<file path="src/rtl/lpcd_pkg.sv">
// shared types, constants and crc step for the length-prefixed crc deframer
package lpcd_pkg;

	// largest payload length the receiver ever accepts
	localparam logic [15:0] MAX_PAYLOAD = 16'd1024;

	// payload limit register
	localparam int unsigned LIMIT_W = 11;
	localparam logic [LIMIT_W-1:0] LIMIT_RESET = 11'd1024;

	// crc-16/modbus constants
	localparam logic [15:0] CRC_INIT = 16'hFFFF;
	localparam logic [15:0] CRC_POLY = 16'hA001;

	// frame phases
	typedef enum logic [2:0] {
		PH_LEN_LO = 3'd0,
		PH_LEN_HI = 3'd1,
		PH_DATA   = 3'd2,
		PH_CRC_LO = 3'd3,
		PH_CRC_HI = 3'd4
	} phase_t;

	// result kinds
	typedef enum logic [1:0] {
		KIND_DATA    = 2'd0,
		KIND_OK      = 2'd1,
		KIND_LEN_ERR = 2'd2,
		KIND_CRC_ERR = 2'd3
	} kind_t;

	// one result item from the frame decoder
	typedef struct packed {
		logic                valid;
		kind_t               kind;
		logic [7:0]          data_byte;
		logic [LIMIT_W-1:0]  frame_length;
		logic                last;
	} result_t;

	// reflected crc update over one byte
	function automatic logic [15:0] crc_byte(input logic [15:0] crc, input logic [7:0] b);
		logic [15:0] c;
		c = crc ^ {8'h00, b};
		for (int i = 0; i < 8; i++) begin
			if (c[0]) begin
				c = (c >> 1) ^ CRC_POLY;
			end else begin
				c = c >> 1;
			end
		end
		return c;
	endfunction

endpackage

</file>
<file path="src/rtl/lpcd_frame.sv">
// frame phase tracking, length check and crc compare for one byte per step
module lpcd_frame (
	input  logic                         clk,
	input  logic                         arst_n,
	input  logic                         step,
	input  logic [7:0]                   rx_byte,
	input  logic [lpcd_pkg::LIMIT_W-1:0] payload_limit,
	output lpcd_pkg::result_t            result
);

	lpcd_pkg::phase_t            phase_q, phase_d;
	logic [7:0]                  length_low_q;
	logic [lpcd_pkg::LIMIT_W-1:0] declared_length_q;
	logic [lpcd_pkg::LIMIT_W-1:0] bytes_seen_q;
	logic [15:0]                 crc_q;
	logic [7:0]                  crc_low_q;

	logic [15:0]                 crc_in;
	logic [15:0]                 crc_next;
	logic [15:0]                 len16;
	logic                        len_bad;
	logic [lpcd_pkg::LIMIT_W:0]  seen_inc;
	logic                        data_done;
	logic                        crc_match;

	// shared datapath terms
	assign crc_in    = (phase_q == lpcd_pkg::PH_LEN_HI || phase_q == lpcd_pkg::PH_DATA) ?
	                   crc_q : lpcd_pkg::CRC_INIT;
	assign crc_next  = lpcd_pkg::crc_byte(crc_in, rx_byte);
	assign len16     = {rx_byte, length_low_q};
	assign len_bad   = (len16 == 16'd0) || (len16 > lpcd_pkg::MAX_PAYLOAD) ||
	                   (len16 > {{(16-lpcd_pkg::LIMIT_W){1'b0}}, payload_limit});
	assign seen_inc  = {1'b0, bytes_seen_q} + {{lpcd_pkg::LIMIT_W{1'b0}}, 1'b1};
	assign data_done = seen_inc >= {1'b0, declared_length_q};
	assign crc_match = {rx_byte, crc_low_q} == crc_q;

	// next phase
	always_comb begin
		unique case (phase_q)
			lpcd_pkg::PH_LEN_HI: phase_d = len_bad ? lpcd_pkg::PH_LEN_LO : lpcd_pkg::PH_DATA;
			lpcd_pkg::PH_DATA:   phase_d = data_done ? lpcd_pkg::PH_CRC_LO : lpcd_pkg::PH_DATA;
			lpcd_pkg::PH_CRC_LO: phase_d = lpcd_pkg::PH_CRC_HI;
			lpcd_pkg::PH_CRC_HI: phase_d = lpcd_pkg::PH_LEN_LO;
			default:             phase_d = lpcd_pkg::PH_LEN_HI;
		endcase
	end

	// result for the current byte
	always_comb begin
		result              = '0;
		result.kind         = lpcd_pkg::KIND_DATA;
		unique case (phase_q)
			lpcd_pkg::PH_LEN_HI: begin
				result.valid = len_bad;
				result.kind  = lpcd_pkg::KIND_LEN_ERR;
				result.last  = 1'b1;
			end
			lpcd_pkg::PH_DATA: begin
				result.valid     = 1'b1;
				result.data_byte = rx_byte;
			end
			lpcd_pkg::PH_CRC_HI: begin
				result.valid = 1'b1;
				result.last  = 1'b1;
				if (crc_match) begin
					result.kind         = lpcd_pkg::KIND_OK;
					result.frame_length = declared_length_q;
				end else begin
					result.kind = lpcd_pkg::KIND_CRC_ERR;
				end
			end
			default: result.valid = 1'b0;
		endcase
	end

	// frame state registers
	always_ff @(posedge clk or negedge arst_n) begin
		if (!arst_n) begin
			phase_q           <= lpcd_pkg::PH_LEN_LO;
			length_low_q      <= '0;
			declared_length_q <= '0;
			bytes_seen_q      <= '0;
			crc_q             <= lpcd_pkg::CRC_INIT;
			crc_low_q         <= '0;
		end else if (step) begin
			phase_q <= phase_d;
			unique case (phase_q)
				lpcd_pkg::PH_LEN_HI: begin
					crc_q        <= len_bad ? lpcd_pkg::CRC_INIT : crc_next;
					bytes_seen_q <= '0;
					if (!len_bad) begin
						declared_length_q <= len16[lpcd_pkg::LIMIT_W-1:0];
					end
				end
				lpcd_pkg::PH_DATA: begin
					crc_q        <= crc_next;
					bytes_seen_q <= seen_inc[lpcd_pkg::LIMIT_W-1:0];
				end
				lpcd_pkg::PH_CRC_LO: begin
					crc_low_q <= rx_byte;
				end
				lpcd_pkg::PH_CRC_HI: begin
					crc_q        <= lpcd_pkg::CRC_INIT;
					bytes_seen_q <= '0;
				end
				default: begin
					length_low_q <= rx_byte;
					crc_q        <= crc_next;
					bytes_seen_q <= '0;
				end
			endcase
		end
	end

endmodule

</file>
<file path="src/rtl/length_prefixed_crc_deframer.sv">
// top level of the length-prefixed crc-16/modbus deframer
//
// s_axis carries the received byte stream, one byte per transaction.
// m_axis carries results: a payload byte (kind data) for each payload byte
// as it arrives, and one status transaction with tlast high that closes a
// frame: frame ok with the payload length, crc mismatch, or length error.
// The length low byte, an accepted length high byte and the crc low byte give no result.
// payload_limit_we / payload_limit_wdata write the payload limit register;
// write it only while no byte is in flight.
// A result passes through the input register and then the output register
// on its way to m_axis, where it is held until taken.
// Throughput: one byte per cycle while m_axis does not stall, set by the
// combinational crc byte update between the input and output registers.
// Reset clears the valid flags of both registers, returns the decoder to
// expecting a length low byte with the crc at 0xFFFF, and sets the limit to 1024.
// When m_axis stalls, the output register holds its result and the input
// register still takes one more byte if empty, after which s_axis_tready drops.
module length_prefixed_crc_deframer (
	input  logic                         clk,
	input  logic                         arst_n,
	input  logic                         payload_limit_we,
	input  logic [lpcd_pkg::LIMIT_W-1:0] payload_limit_wdata,
	input  logic                         s_axis_tvalid,
	output logic                         s_axis_tready,
	input  logic [7:0]                   s_axis_tdata,   // rx_byte[7:0]
	output logic                         m_axis_tvalid,
	input  logic                         m_axis_tready,
	output logic [23:0]                  m_axis_tdata,   // data_byte[7:0], frame_length[18:8], zero
	output logic [1:0]                   m_axis_tuser,   // kind[1:0]
	output logic                         m_axis_tlast    // last
);

	logic [lpcd_pkg::LIMIT_W-1:0] payload_limit_q;
	logic                         valid_s1;
	logic [7:0]                   byte_s1;
	logic                         out_valid_q;
	lpcd_pkg::result_t            out_q;
	lpcd_pkg::result_t            result;
	logic                         advance;
	logic                         step;

	// handshake control
	assign advance       = !out_valid_q || m_axis_tready;
	assign s_axis_tready = !valid_s1 || advance;
	assign step          = valid_s1 && advance;

	// payload limit register
	always_ff @(posedge clk or negedge arst_n) begin
		if (!arst_n) begin
			payload_limit_q <= lpcd_pkg::LIMIT_RESET;
		end else if (payload_limit_we) begin
			payload_limit_q <= payload_limit_wdata;
		end
	end

	// input register
	always_ff @(posedge clk or negedge arst_n) begin
		if (!arst_n) begin
			valid_s1 <= 1'b0;
		end else if (s_axis_tready) begin
			valid_s1 <= s_axis_tvalid;
		end
	end

	always_ff @(posedge clk) begin
		if (s_axis_tready && s_axis_tvalid) begin
			byte_s1 <= s_axis_tdata;
		end
	end

	// frame decoder
	lpcd_frame u_frame (
		.clk           (clk),
		.arst_n        (arst_n),
		.step          (step),
		.rx_byte       (byte_s1),
		.payload_limit (payload_limit_q),
		.result        (result)
	);

	// output register
	always_ff @(posedge clk or negedge arst_n) begin
		if (!arst_n) begin
			out_valid_q <= 1'b0;
		end else if (advance) begin
			out_valid_q <= step && result.valid;
		end
	end

	always_ff @(posedge clk) begin
		if (step && result.valid) begin
			out_q <= result;
		end
	end

	// master side
	assign m_axis_tvalid = out_valid_q;
	assign m_axis_tdata  = {5'd0, out_q.frame_length, out_q.data_byte};
	assign m_axis_tuser  = out_q.kind;
	assign m_axis_tlast  = out_q.last;

endmodule
</file>
<file path="config.mk">
export PLATFORM = sky130hd
export DESIGN_NAME = length_prefixed_crc_deframer
export DESIGN_NICKNAME = d
export VERILOG_FILES = /design/src/rtl/lpcd_pkg.sv /design/src/rtl/lpcd_frame.sv /design/src/rtl/length_prefixed_crc_deframer.sv
export SDC_FILE = /design/constraint.sdc
export NUM_CORES = 1
export LEC_CHECK = 0
export BUFFER_PORTS_ARGS = -buffer_cell sky130_fd_sc_hd__buf_2
export CAP_MARGIN = 25
export CORE_UTILIZATION = 35
export CTS_CLUSTER_SIZE = 16
export DETAILED_ROUTE_END_ITERATION = 7
export SLEW_MARGIN = 20
export SYNTH_ARGS = -nofsm -noshare
export SYNTH_HDL_FRONTEND = slang
export SYNTH_SLANG_ARGS = --single-unit
</file>
<file path="constraint.sdc">
create_clock -name clk -period 2.79 [get_ports clk]
set_input_delay 0 -clock clk [delete_from_list [all_inputs] [get_ports clk]]
set_output_delay 0 -clock clk [all_outputs]
set_load 0.01 [all_outputs]
</file>
# Word level (Yosys, flattened, before mapping)
# Cells that the tools add are included.
[op_classes]
n_addsub = 1
order_cmp = 3
eq_ne = 5
mux = 19
bitwise = 12
reduce_logical = 19
[op_table]
columns = ["op", "count"]
rows = [
  ["16-bit 2-to-1 mux", 10],
  ["16-bit one-hot mux with 3 select lines", 1],
  ["2-bit NOT with 3-bit output", 8],
  ["11-bit one-hot mux with 2 select lines", 1],
  ["16-bit equality test", 1],
  ["16-bit by 11-bit greater-than comparator with 1-bit output", 1],
  ["16-bit by 11-bit greater-than comparator with 1-bit output (second input constant)", 1],
  ["16-bit logical NOT", 1],
  ["16-bit by 8-bit bitwise XOR with 16-bit output", 1],
  ["11-bit by 1-bit adder with 12-bit output (second input constant)", 1],
  ["12-bit by 11-bit >= comparator with 1-bit output", 1],
  ["3-bit one-hot mux with 4 select lines", 1],
  ["2-bit AND reduction", 4],
  ["3-bit by 2-bit equality test with 1-bit output (second input constant)", 2],
  ["1-bit logical OR", 5],
  ["2-bit 2-to-1 mux", 2],
  ["2-bit one-hot mux with 2 select lines", 1],
  ["2-bit OR reduction", 2],
  ["4-bit OR reduction", 1],
  ["3-bit by 1-bit equality test with 1-bit output (second input constant)", 1],
  ["3-bit equality test (second input constant)", 1],
  ["1-bit logical AND", 3],
  ["1-bit NOT", 3],
  ["3-bit AND reduction", 1],
  ["3 further kinds", 5],
]
[totals]
regBits = 100

# Logic depth before layout (Yosys ltp)
# Gate-level depths: netlist (run 1).
[logic_depth]
word_depth = 22
ltp_mapped = 12
mapped_depth_nobuf = 12

# By module
# Synthesis (run 1) repeated with hierarchy kept, for this count alone.
[unflattened]
cells_unflattened = 482
area_unflattened_um2 = 5295.1
[modules_own_cells]
columns = ["module", "instances", "cells_each", "area_each_um2", "seq_area_each_um2"]
rows = [
  ["lpcd_frame", 1, 413, 3807.4, 1446.4],
  ["length_prefixed_crc_deframer", 1, 69, 1487.7, 1227.4],
]

# Least setup slack after synthesis (run 1)
# OpenSTA, ideal clock, no wires.
[synth_path]
kind = "flip-flop to flip-flop"
startpoint = "register byte_s1[1]"
endpoint = "register out_q (netlist bit m_axis_tdata[0]), enable pin"
arrival_time_ns = 2.299
slack_ns = 0.091
path_stages_with_launch = 9
path_buffers = 1
period_less_slack_ns = 2.699
path_cell_list = "edfxtp_1 buf_2 nor4_1 nand3_1 xnor2_1 nor3_2 o21ai_1 a21oi_1 nor2_1"
[synth_via]
elab_chain_len = 5
[synth_lines]
columns = ["element", "line_no", "rtl"]
rows = [
  ["start, declared", "length_prefixed_crc_deframer.sv:35", "logic [7:0] byte_s1;"],
  ["start signal, assigned", "length_prefixed_crc_deframer.sv:67", "byte_s1 <= s_axis_tdata;"],
  ["16-bit by 11-bit greater-than comparator with 1-bit output or 16-bit logical NOT (tied branches)", "lpcd_frame.sv:31", "assign len_bad = (len16 == 16'd0) || (len16 > lpcd_pkg::MAX_PAYLOAD) ||"],
  ["1-bit logical OR", "lpcd_frame.sv:31", ""],
  ["1-bit logical OR (*)", "lpcd_frame.sv:31", ""],
  ["1-bit one-hot mux with 2 select lines (*)", "lpcd_frame.sv:52", "unique case (phase_q)"],
  ["1-bit logical AND (*)", "length_prefixed_crc_deframer.sv:91", "if (step && result.valid) begin"],
  ["end signal, assigned", "length_prefixed_crc_deframer.sv:92", "out_q <= result;"],
  ["end, declared", "length_prefixed_crc_deframer.sv:37", "lpcd_pkg::result_t out_q;"],
]
# Mark *: on every way between the ends. The rest lies on a longest branch, timed or not.
# A chain may end at the register's enable or synchronous reset.

# Worst setup path in the final report (run 1)
[layout_path]
startpoint = "register u_frame.bytes_seen_q[0] in the netlist's numbering"
endpoint = "register u_frame.phase_q[0]"
[layout_via]
elab_chain_len = 4
[layout_lines]
columns = ["element", "line_no", "rtl"]
rows = [
  ["start, declared", "lpcd_frame.sv:14", "logic [lpcd_pkg::LIMIT_W-1:0] bytes_seen_q;"],
  ["start signal, assigned", "lpcd_frame.sv:97", "bytes_seen_q <= seen_inc[lpcd_pkg::LIMIT_W-1:0];"],
  ["11-bit by 1-bit adder with 12-bit output", "lpcd_frame.sv:33", "assign seen_inc = {1'b0, bytes_seen_q} + {{lpcd_pkg::LIMIT_W{1'b0}}, 1'b1};"],
  ["12-bit by 11-bit >= comparator with 1-bit output", "lpcd_frame.sv:34", "assign data_done = seen_inc >= {1'b0, declared_length_q};"],
  ["1-bit 2-to-1 mux", "lpcd_frame.sv:41", "lpcd_pkg::PH_DATA: phase_d = data_done ? lpcd_pkg::PH_CRC_LO : lpcd_pkg::PH_DATA;"],
  ["3-bit one-hot mux with 4 select lines", "lpcd_frame.sv:39", "unique case (phase_q)"],
  ["end signal, assigned", "lpcd_frame.sv:79", "phase_q <= lpcd_pkg::PH_LEN_LO;"],
  ["end signal, assigned", "lpcd_frame.sv:86", "phase_q <= phase_d;"],
  ["end, declared", "lpcd_frame.sv:11", "lpcd_pkg::phase_t phase_q, phase_d;"],
]
# Every way passes these cells.

==> summary.md, run 1 <==
* 8360 µm — placed wire-length estimate
* 3.34% — met3 track demand over resource
* 0 — number of antenna violations at the first check in global routing
* 15,400 µm² — die footprint
* 249 — initial DRC count
* 2680 µm² — Register Area
* flip-flop — kind of start point of the critical path
* 52.4% — Rel. slew slack
* 3,643 — via count
* 0 — total count of hold-check failures in the final report
* 124 µm — Vert. Die Dim
* 2 — Max Root-Sink Buffers
* 601 — final-stage net count
* 3,650 — via count of the first global-routing pass
* 0 — GRT Residual Overflow
* 0 — Detail Route Antenna Nets
* 475 — number of instances in the synthesized netlist
* 4 — highest net fanout along the worst path
* 3.02 ns — worst path required time
* 0 ns — final setup TNS
* finished, final reports clean — outcome
* met2 — most used routing layer
* 11.0 µm² — Synth Area per Inst
* sky130_fd_sc_hd__dfrtp_1 — most used flip-flop cell after synthesis
* 369 MHz — FMAX
* 70.0% — share of synthesized flip-flops with an asynchronous set or reset
* 26.6% — met2 track utilization from global routing
* 35.9% — starting utilization of the core area
* 10.8% — XOR/XNOR Fraction of Synth Area
* 2.94 ns — Crit path arrival time
* 26.5% — proportion of layout cells with a drive suffix above 1
* 1,398 — number of fill cells in the layout
* 12.6% — Synth Area in Simple Gates
* flip-flop to flip-flop — Setup CP Type
* 14,500 µm² — Placeable Area
* 100 — total of flip-flops plus latches after synthesis
* true — RSZ-0062 raised after global routing
* sky130_fd_sc_hd__dfrtp_1 — most common cell after layout, fill and taps aside
* 49 — number of different library cells in the post-synthesis netlist
* 53 — number of ports placed on the die boundary
* 18,600 µm — first-pass GRT wire length
* 4.90 — via density per instance
* 0 — final count of negative-setup-slack endpoints
* 811 nW/µm² — power density over the cells
* yes — clock tree from TritonCTS
* sky130_fd_sc_hd__clkbuf_16 — clk root buf
* 16.5% — GRT Total Usage
* 20.4% — post-synthesis to final-layout area growth
* 0.35 ns — insertion delay of the later-clocked pin in the worst-skew pair
* 20.7% — M1 GR Usage
* 0.00805 ns — Fin Clk Skew
* 100 — count of clock tree sinks
* 47 — number of port buffers
* 0 — antenna fix cells
* 5220 µm² — post-synthesis instance area
* primary input to flip-flop — Hold Path Class
* 0 — Synth warnings
* flip-flop — critical path capture point type
* 0.07 ns — clock-pin slew on the worst setup and hold paths
* 0.865 — final weighted congestion of routability-driven global placement
* 2340 µm² — total area of multi-input combinational cells
* simple AND/OR/NAND/NOR gates — combinational family with the most area after synthesis
* 5.51% — area share of fa/ha/maj cells after synthesis
* 124 µm — Die Width
* 97.1% — fin crit share
* 5 — first-pass iteration count of the detailed router
* 6290 µm² — Non-Filler Cell Area, Final
* 5730 µm² — cell area after placement
* 0 — max-cap violation count
* 71 — pin count of the biggest net entering global routing
* 3 — number of H-tree levels
* 15.6 µm — mean routed wirelength per cell
* sky130_fd_sc_hd__dfrtp_1, sky130_fd_sc_hd__buf_2, sky130_fd_sc_hd__nor2_1, sky130_fd_sc_hd__xnor2_1, sky130_fd_sc_hd__edfxtp_1 — commonest cells after routing, fill and taps aside
* 51.2% — share of synthesized area occupied by flip-flops and latches
* 44 — # rows
* 0 — DRC
* 2.71 ns — clock period minus final worst setup slack
* 0 — Slew Viols, Final
* 0.00279 µW — leakage dissipation
* 0.346 mV — Max IR drop VDD
* 6.87% — mux contribution to synthesized area
* 0.714 ns — Worst Max-Slew Pin Slew
* 7.83% — compound-cell area share of the yosys netlist
* 11,600 µm — total detailed-routing wirelength
* 30 — number of enable-type register cells in the synthesized netlist
* 9 — Inserted Clock Buffers
-- flip-flops by register name (all words and copies together) (netlist names), 8 cells and up --
| register | flops |
|---|---|
| byte_s1 | 8 |
| m_axis_tdata | 19 |
| payload_limit_q | 11 |
| u_frame.bytes_seen_q | 11 |
| u_frame.crc_low_q | 8 |
| u_frame.crc_q | 16 |
| u_frame.declared_length_q | 11 |
| u_frame.length_low_q | 8 |
-- kinds of logic (layout without fill, tap and decap cells) --
| group | Yosys count | in the layout |
|---|---|---|
| xor gates and xnor gates | 61 | 61 |
| and+or+nand+nor | 132 | 132 |
| buffers and inverters | 60 | 140 |
| muxes | 29 | 29 |
| adders and majority gates | 23 | 23 |
| AOI/OAI and AO/OA | 69 | 69 |
| other | 1 | 5 |
| DFF | 100 | 100 |
-- worst paths after layout --
check / start / endpoint / slack [ns] / cells past startpoint
max in group asynchronous: arst_n / payload_limit_q[10] / 2.25 / 3
min reg2reg: u_frame.declared_length_q[10] / u_frame.declared_length_q[10] / 0.52 / 1
max: u_frame.bytes_seen_q[0] / u_frame.phase_q[0] / 0.08 / 12
min: payload_limit_we / payload_limit_q[10] / 0.03 / 3
max reg2reg: u_frame.bytes_seen_q[0] / u_frame.phase_q[0] / 0.08 / 12
min in group asynchronous: arst_n / u_frame.bytes_seen_q[7] / 0.18 / 3
-- what timing repair did --
| item | CTS | global route |
|---|---|---|
| hold buffers | 22 | 0 |
| hold endpoints to repair | 91 | 0 |
| resized for setup | 0 | 11 |
| endpoints found under the setup margin | 0 | 12 |
| setup buffers | 0 | 4 |
-- synth_stat cells, drive strengths merged, types with 2 or more instances --
library cell,number,area share (%)
nor3,12,1.2
nor2b,4,0.48
or2,2,0.24
dfrtp,53,25
and3,7,0.84
a31oi,2,0.24
nand4,4,0.48
inv,28,2.0
dfstp,17,8.6
nor4,6,0.72
mux2,28,6.7
o31ai,3,0.43
nand2,22,1.6
buf,13,1.7
o21ai,23,2.2
xor2,29,4.9
xnor2,30,5.0
a21o,5,0.72
ha,23,5.5
a21oi,25,2.4
clkbuf,19,1.4
a22o,3,0.50
nor2,41,2.9
nand3,11,1.1
and2,11,1.3
or4,2,0.36
edfxtp,30,17
nand2b,7,0.84
-- routing by layer --
| layer | share of wire, % | wire length, µm |
|---|---|---|
| met5 | 0 | 0 |
| met4 | 3.3 | 380 |
| met3 | 3.9 | 453 |
| met2 | 49 | 5630 |
| met1 | 44 | 5140 |
-- worst max-delay path: stages, from the launching register on --
cell	delay, ns
sky130_fd_sc_hd__dfrtp_2	0.42
sky130_fd_sc_hd__ha_1	0.22
sky130_fd_sc_hd__nand3_2	0.08
sky130_fd_sc_hd__inv_1	0.05
sky130_fd_sc_hd__and3_2	0.24
sky130_fd_sc_hd__and3_4	0.20
sky130_fd_sc_hd__xor2_1	0.14
sky130_fd_sc_hd__ha_1	0.29
sky130_fd_sc_hd__nor2b_1	0.13
sky130_fd_sc_hd__or4_1	0.42
sky130_fd_sc_hd__a31oi_2	0.19
sky130_fd_sc_hd__a221o_1	0.16
sky130_fd_sc_hd__a21oi_1	0.04
-- final cells by class --
class	instances	area share, %
well taps	184	3.66
inverters	28	1.67
repair buffers	96	10.7
clock buffers	11	3.70
flip-flops and latches	100	42.5
clock inverters	5	0.497
multi-input cells	319	37.3
-- power by group --
part / leakage, µW / total [µW] / internal, µW / switching [µW]
clock: 0.000129 / 1150 / 602 / 545
sequential: 0.00116 / 2220 / 1940 / 289
combinational: 0.00150 / 1730 / 838 / 893
-- stage by stage --
step / worst slack (ns) / std cells / hold slack (ns) / utilization, % / total power, µW
after floorplan: 0.0908 / 479 / -0.296 / - / 3400
after global placement: 0.117 / 701 / 0.0607 / 39.4 / 3890
after detailed placement: 0.0402 / 701 / 0.0560 / 39.4 / 3940
after CTS: 0.0120 / 739 / 0.0251 / 42.8 / 5120
after global routing: -0.0220 / 743 / 0.0809 / 43.3 / 5420
final: 0.0819 / 743 / 0.0269 / 43.3 / 5100
No activity file was read; power rests on OpenSTA's default activity.
==> run 2: changes to the inputs <==
Settings changed: PLACE_DENSITY set to 0.57, REMOVE_ABC_BUFFERS set to 1.
==> run 2 against run 1 <==
Register-to-register slack improved by 0.03 ns. Non-clock buffer count down 7. Sequential power barely moved. Flip-flop and latch count unchanged. Final area down 0.68%. Clock-buffer cell count fell by 1. Clock skew increased by 0.00087 ns. Setup slack better by 0.033 ns. Maximum frequency is 1.2% higher. Global-route usage is 0.069 points lower. Final cell count is 0.94% lower. Largest power group unchanged. Highest routed layer unchanged.
==> summary.md, run 2 (synthesized netlist as in run 1, its figures left out) <==
* 0.00892 ns — Fin Clk Skew, +0.000874 ns
* 19.6% — post-synthesis to final-layout area growth
* 0.44 ns — critical path's largest stage delay, +0.02 ns
* 3 — number of H-tree levels, unchanged
* 5070 µW — Power Total, -0.66%
* flip-flop to flip-flop — Setup CP Type
* 0.00277 µW — leakage dissipation, -0.71%
* 0 — Detail Route Antenna Nets, unchanged
* 53 — number of ports placed on the die boundary, unchanged
* 0.35 ns — insertion delay of the later-clocked pin in the worst-skew pair, about the same
* 35.9% — starting utilization of the core area, unchanged
* 736 — final cell count without fillers, -0.94%
* primary input to flip-flop — Hold Path Class
* sky130_fd_sc_hd__dfrtp_1 — most common cell after layout, fill and taps aside
* 0 — total count of hold-check failures in the final report, unchanged
* 25.9% — proportion of layout cells with a drive suffix above 1, -0.57 points
* 1,413 — number of fill cells in the layout, +1.1%
* 2680 µm² — Register Area, unchanged
* 32.4% — Combinational Power Share, -1.5 points
* 11,400 µm — total detailed-routing wirelength, -1.4%
* 0 ns — final setup TNS, unchanged
* 18,800 µm — first-pass GRT wire length, +1.0%
* u_frame.bytes_seen_q[0] — launching point of the worst reg2reg path
* 0.0267 ns — final-layout worst hold slack, -0.000202 ns
* 14,500 µm² — Placeable Area, unchanged
* 2340 µm² — total area of multi-input combinational cells, unchanged
* 0.891 ns — Worst Max-Slew Pin Slew, +0.177 ns
* 594 — final-stage net count, -1.2%
* 15,400 µm² — die footprint, unchanged
* 171 — initial DRC count, -31%
* 3 — depth of the worst hold-timing path, unchanged
* 100 — count of clock tree sinks, unchanged
* 0.412 mV — Max IR drop VDD, +19%
* 0 — antenna fix cells, unchanged
* 0 — max-cap violation count, unchanged
* u_frame.phase_q[0] — worst reg2reg endpoint
* finished, final reports clean — outcome
* 8180 µm — placed wire-length estimate, -2.2%
* 3370 µW — internal power component, -0.18%
* 0.818 — final weighted congestion of routability-driven global placement, -5.4%
* 16.4% — GRT Total Usage, -0.069 points
* 23.3% — Clk pwr share, +0.8 points
* 3,552 — via count of the first global-routing pass, -2.7%
* 124 µm — Die Width, unchanged
* 811 nW/µm² — power density over the cells, about the same
* 19 — flip-flop count of the largest register after layout, unchanged
* yes — clock tree from TritonCTS
* 38 — pin count of the biggest net entering global routing, -46%
* 2 — Max Root-Sink Buffers, unchanged
* 697 — # placed instances, -0.57%
* 0 — Slew Viols, Final, unchanged
* 0 — GRT Residual Overflow, unchanged
* ha_1, nand3_1, inv_1, and3_1, and3_4, xor2_1, ha_1, nor2b_1, or4_4, a31oi_4, a221o_1, a21oi_1 — ordered cell list for the critical path
* sky130_fd_sc_hd__dfrtp_1, sky130_fd_sc_hd__buf_2, sky130_fd_sc_hd__nor2_1, sky130_fd_sc_hd__xnor2_1, sky130_fd_sc_hd__edfxtp_1 — commonest cells after routing, fill and taps aside
* 12 — Reg2Reg Depth, unchanged
* 5 — highest net fanout along the worst path, +1
* 3,582 — via count, -1.7%
* sky130_fd_sc_hd__ha_1 — cell repeated most along the worst path
* 374 MHz — FMAX, +1.2%
* 0.07 ns — clock-pin slew on the worst setup and hold paths, about the same
* 0 — final count of negative-setup-slack endpoints, unchanged
* 15.5 µm — mean routed wirelength per cell, -0.50%
* 40.6% — Rel. slew slack, -12 points
* sky130_fd_sc_hd__dfrtp_2 — cell at the slowest stage of the critical path
* 33.5% — fraction of power spent switching nets, -0.32 points
* m_axis_tready — worst min-delay path startpoint
* 9 — Inserted Clock Buffers, unchanged
* 2.67 ns — clock period minus final worst setup slack, -0.0334 ns
* sky130_fd_sc_hd__clkbuf_16 — clk root buf
* 3.03 ns — worst path required time, about the same
* 0 — DRC, unchanged
* m_axis_tvalid — Hold EP
* 44 — # rows, unchanged
* 95.9% — fin crit share, -1.2 points
* 1700 µW — power dissipated by switching net loads, -1.6%
* 124 µm — Vert. Die Dim, unchanged
* 44.3% — sequential power share, +0.7 points
* flip-flop — critical path capture point type
* 0 — number of antenna violations at the first check in global routing, unchanged
* true — RSZ-0062 raised after global routing
* 0.0680 ns — Placement Setup Slack, +0.0279 ns
* 0.12 ns — slack of the worst reg-to-reg path, +0.03 ns
* flip-flop — kind of start point of the critical path
* u_frame.bytes_seen_q[0] — Worst Setup SP
* 4.87 — via density per instance, -0.74%
* 4 — first-pass iteration count of the detailed router, -1
* 0.115 ns — fin worst setup slack, +0.0334 ns
* 2.91 ns — Crit path arrival time, -0.03 ns
* 47 — number of port buffers, unchanged
==> run 2: area by class of cell <==
class                           count  area share [%]
Inverter                           28            1.68
Sequential cell                   100            42.8
Timing Repair Buffer               89            9.85
Multi-Input combinational cell    319            37.5
Clock inverter                      6           0.601
Tap cell                          184            3.69
Clock buffer                       10            3.83
==> run 2: critical path, delay by kind of cell, from the launching register on <==
kind	cells	cell delay, ns
AO/OA/AOI/OAI	3	0.35
adder cells (fa/ha/maj)	2	0.51
flip-flops	1	0.44
AND/OR/NAND/NOR	5	1.05
XOR/XNOR	1	0.15
buffers and inverters	1	0.05
==> run 2: repair_timing <==
action,4_1_cts,5_1_grt
hold buffers,21,0
setup buffers,0,2
setup endpoints to repair,0,23
hold endpoints to repair,46,0
gates resized for setup,0,11
==> run 2: through the flow <==
stage	utilization, %	area [µm²]
floorplan	-	5080
CTS	42.6	6190
finish	43.0	6250
global placement	39.2	5700
global route	43.0	6250
detailed placement	39.2	5700
==> run 2: power groups by stage <==
stage / clock network (µW) / logic (µW) / registers (µW)
floorplan: 0 / 1130 / 2230
detailed placement: 0 / 1610 / 2280
CTS: 1230 / 1640 / 2250
global route: 1280 / 1850 / 2290
global placement: 0 / 1580 / 2260
finish: 1180 / 1640 / 2240
==> run 2: per-layer routing <==
| metal | track usage [%] | part of all wire (%) | wire [µm] |
|---|---|---|---|
| met1 | 21.9 | 47 | 5380 |
| met2 | 26.0 | 48 | 5520 |
| met3 | 4.21 | 3.0 | 346 |
| met4 | 5.06 | 1.7 | 194 |
| met5 | 0 | 0 | 0 |
==> run 2: worst max-delay path by stage <==
| stage | endpoint |
|---|---|
| after floorplan | m_axis_tdata[0] |
| after global placement | u_frame.phase_q[0] |
| after detailed placement | u_frame.phase_q[0] |
| after CTS | u_frame.phase_q[0] |
| after global routing | u_frame.phase_q[0] |
| final | u_frame.phase_q[0] |
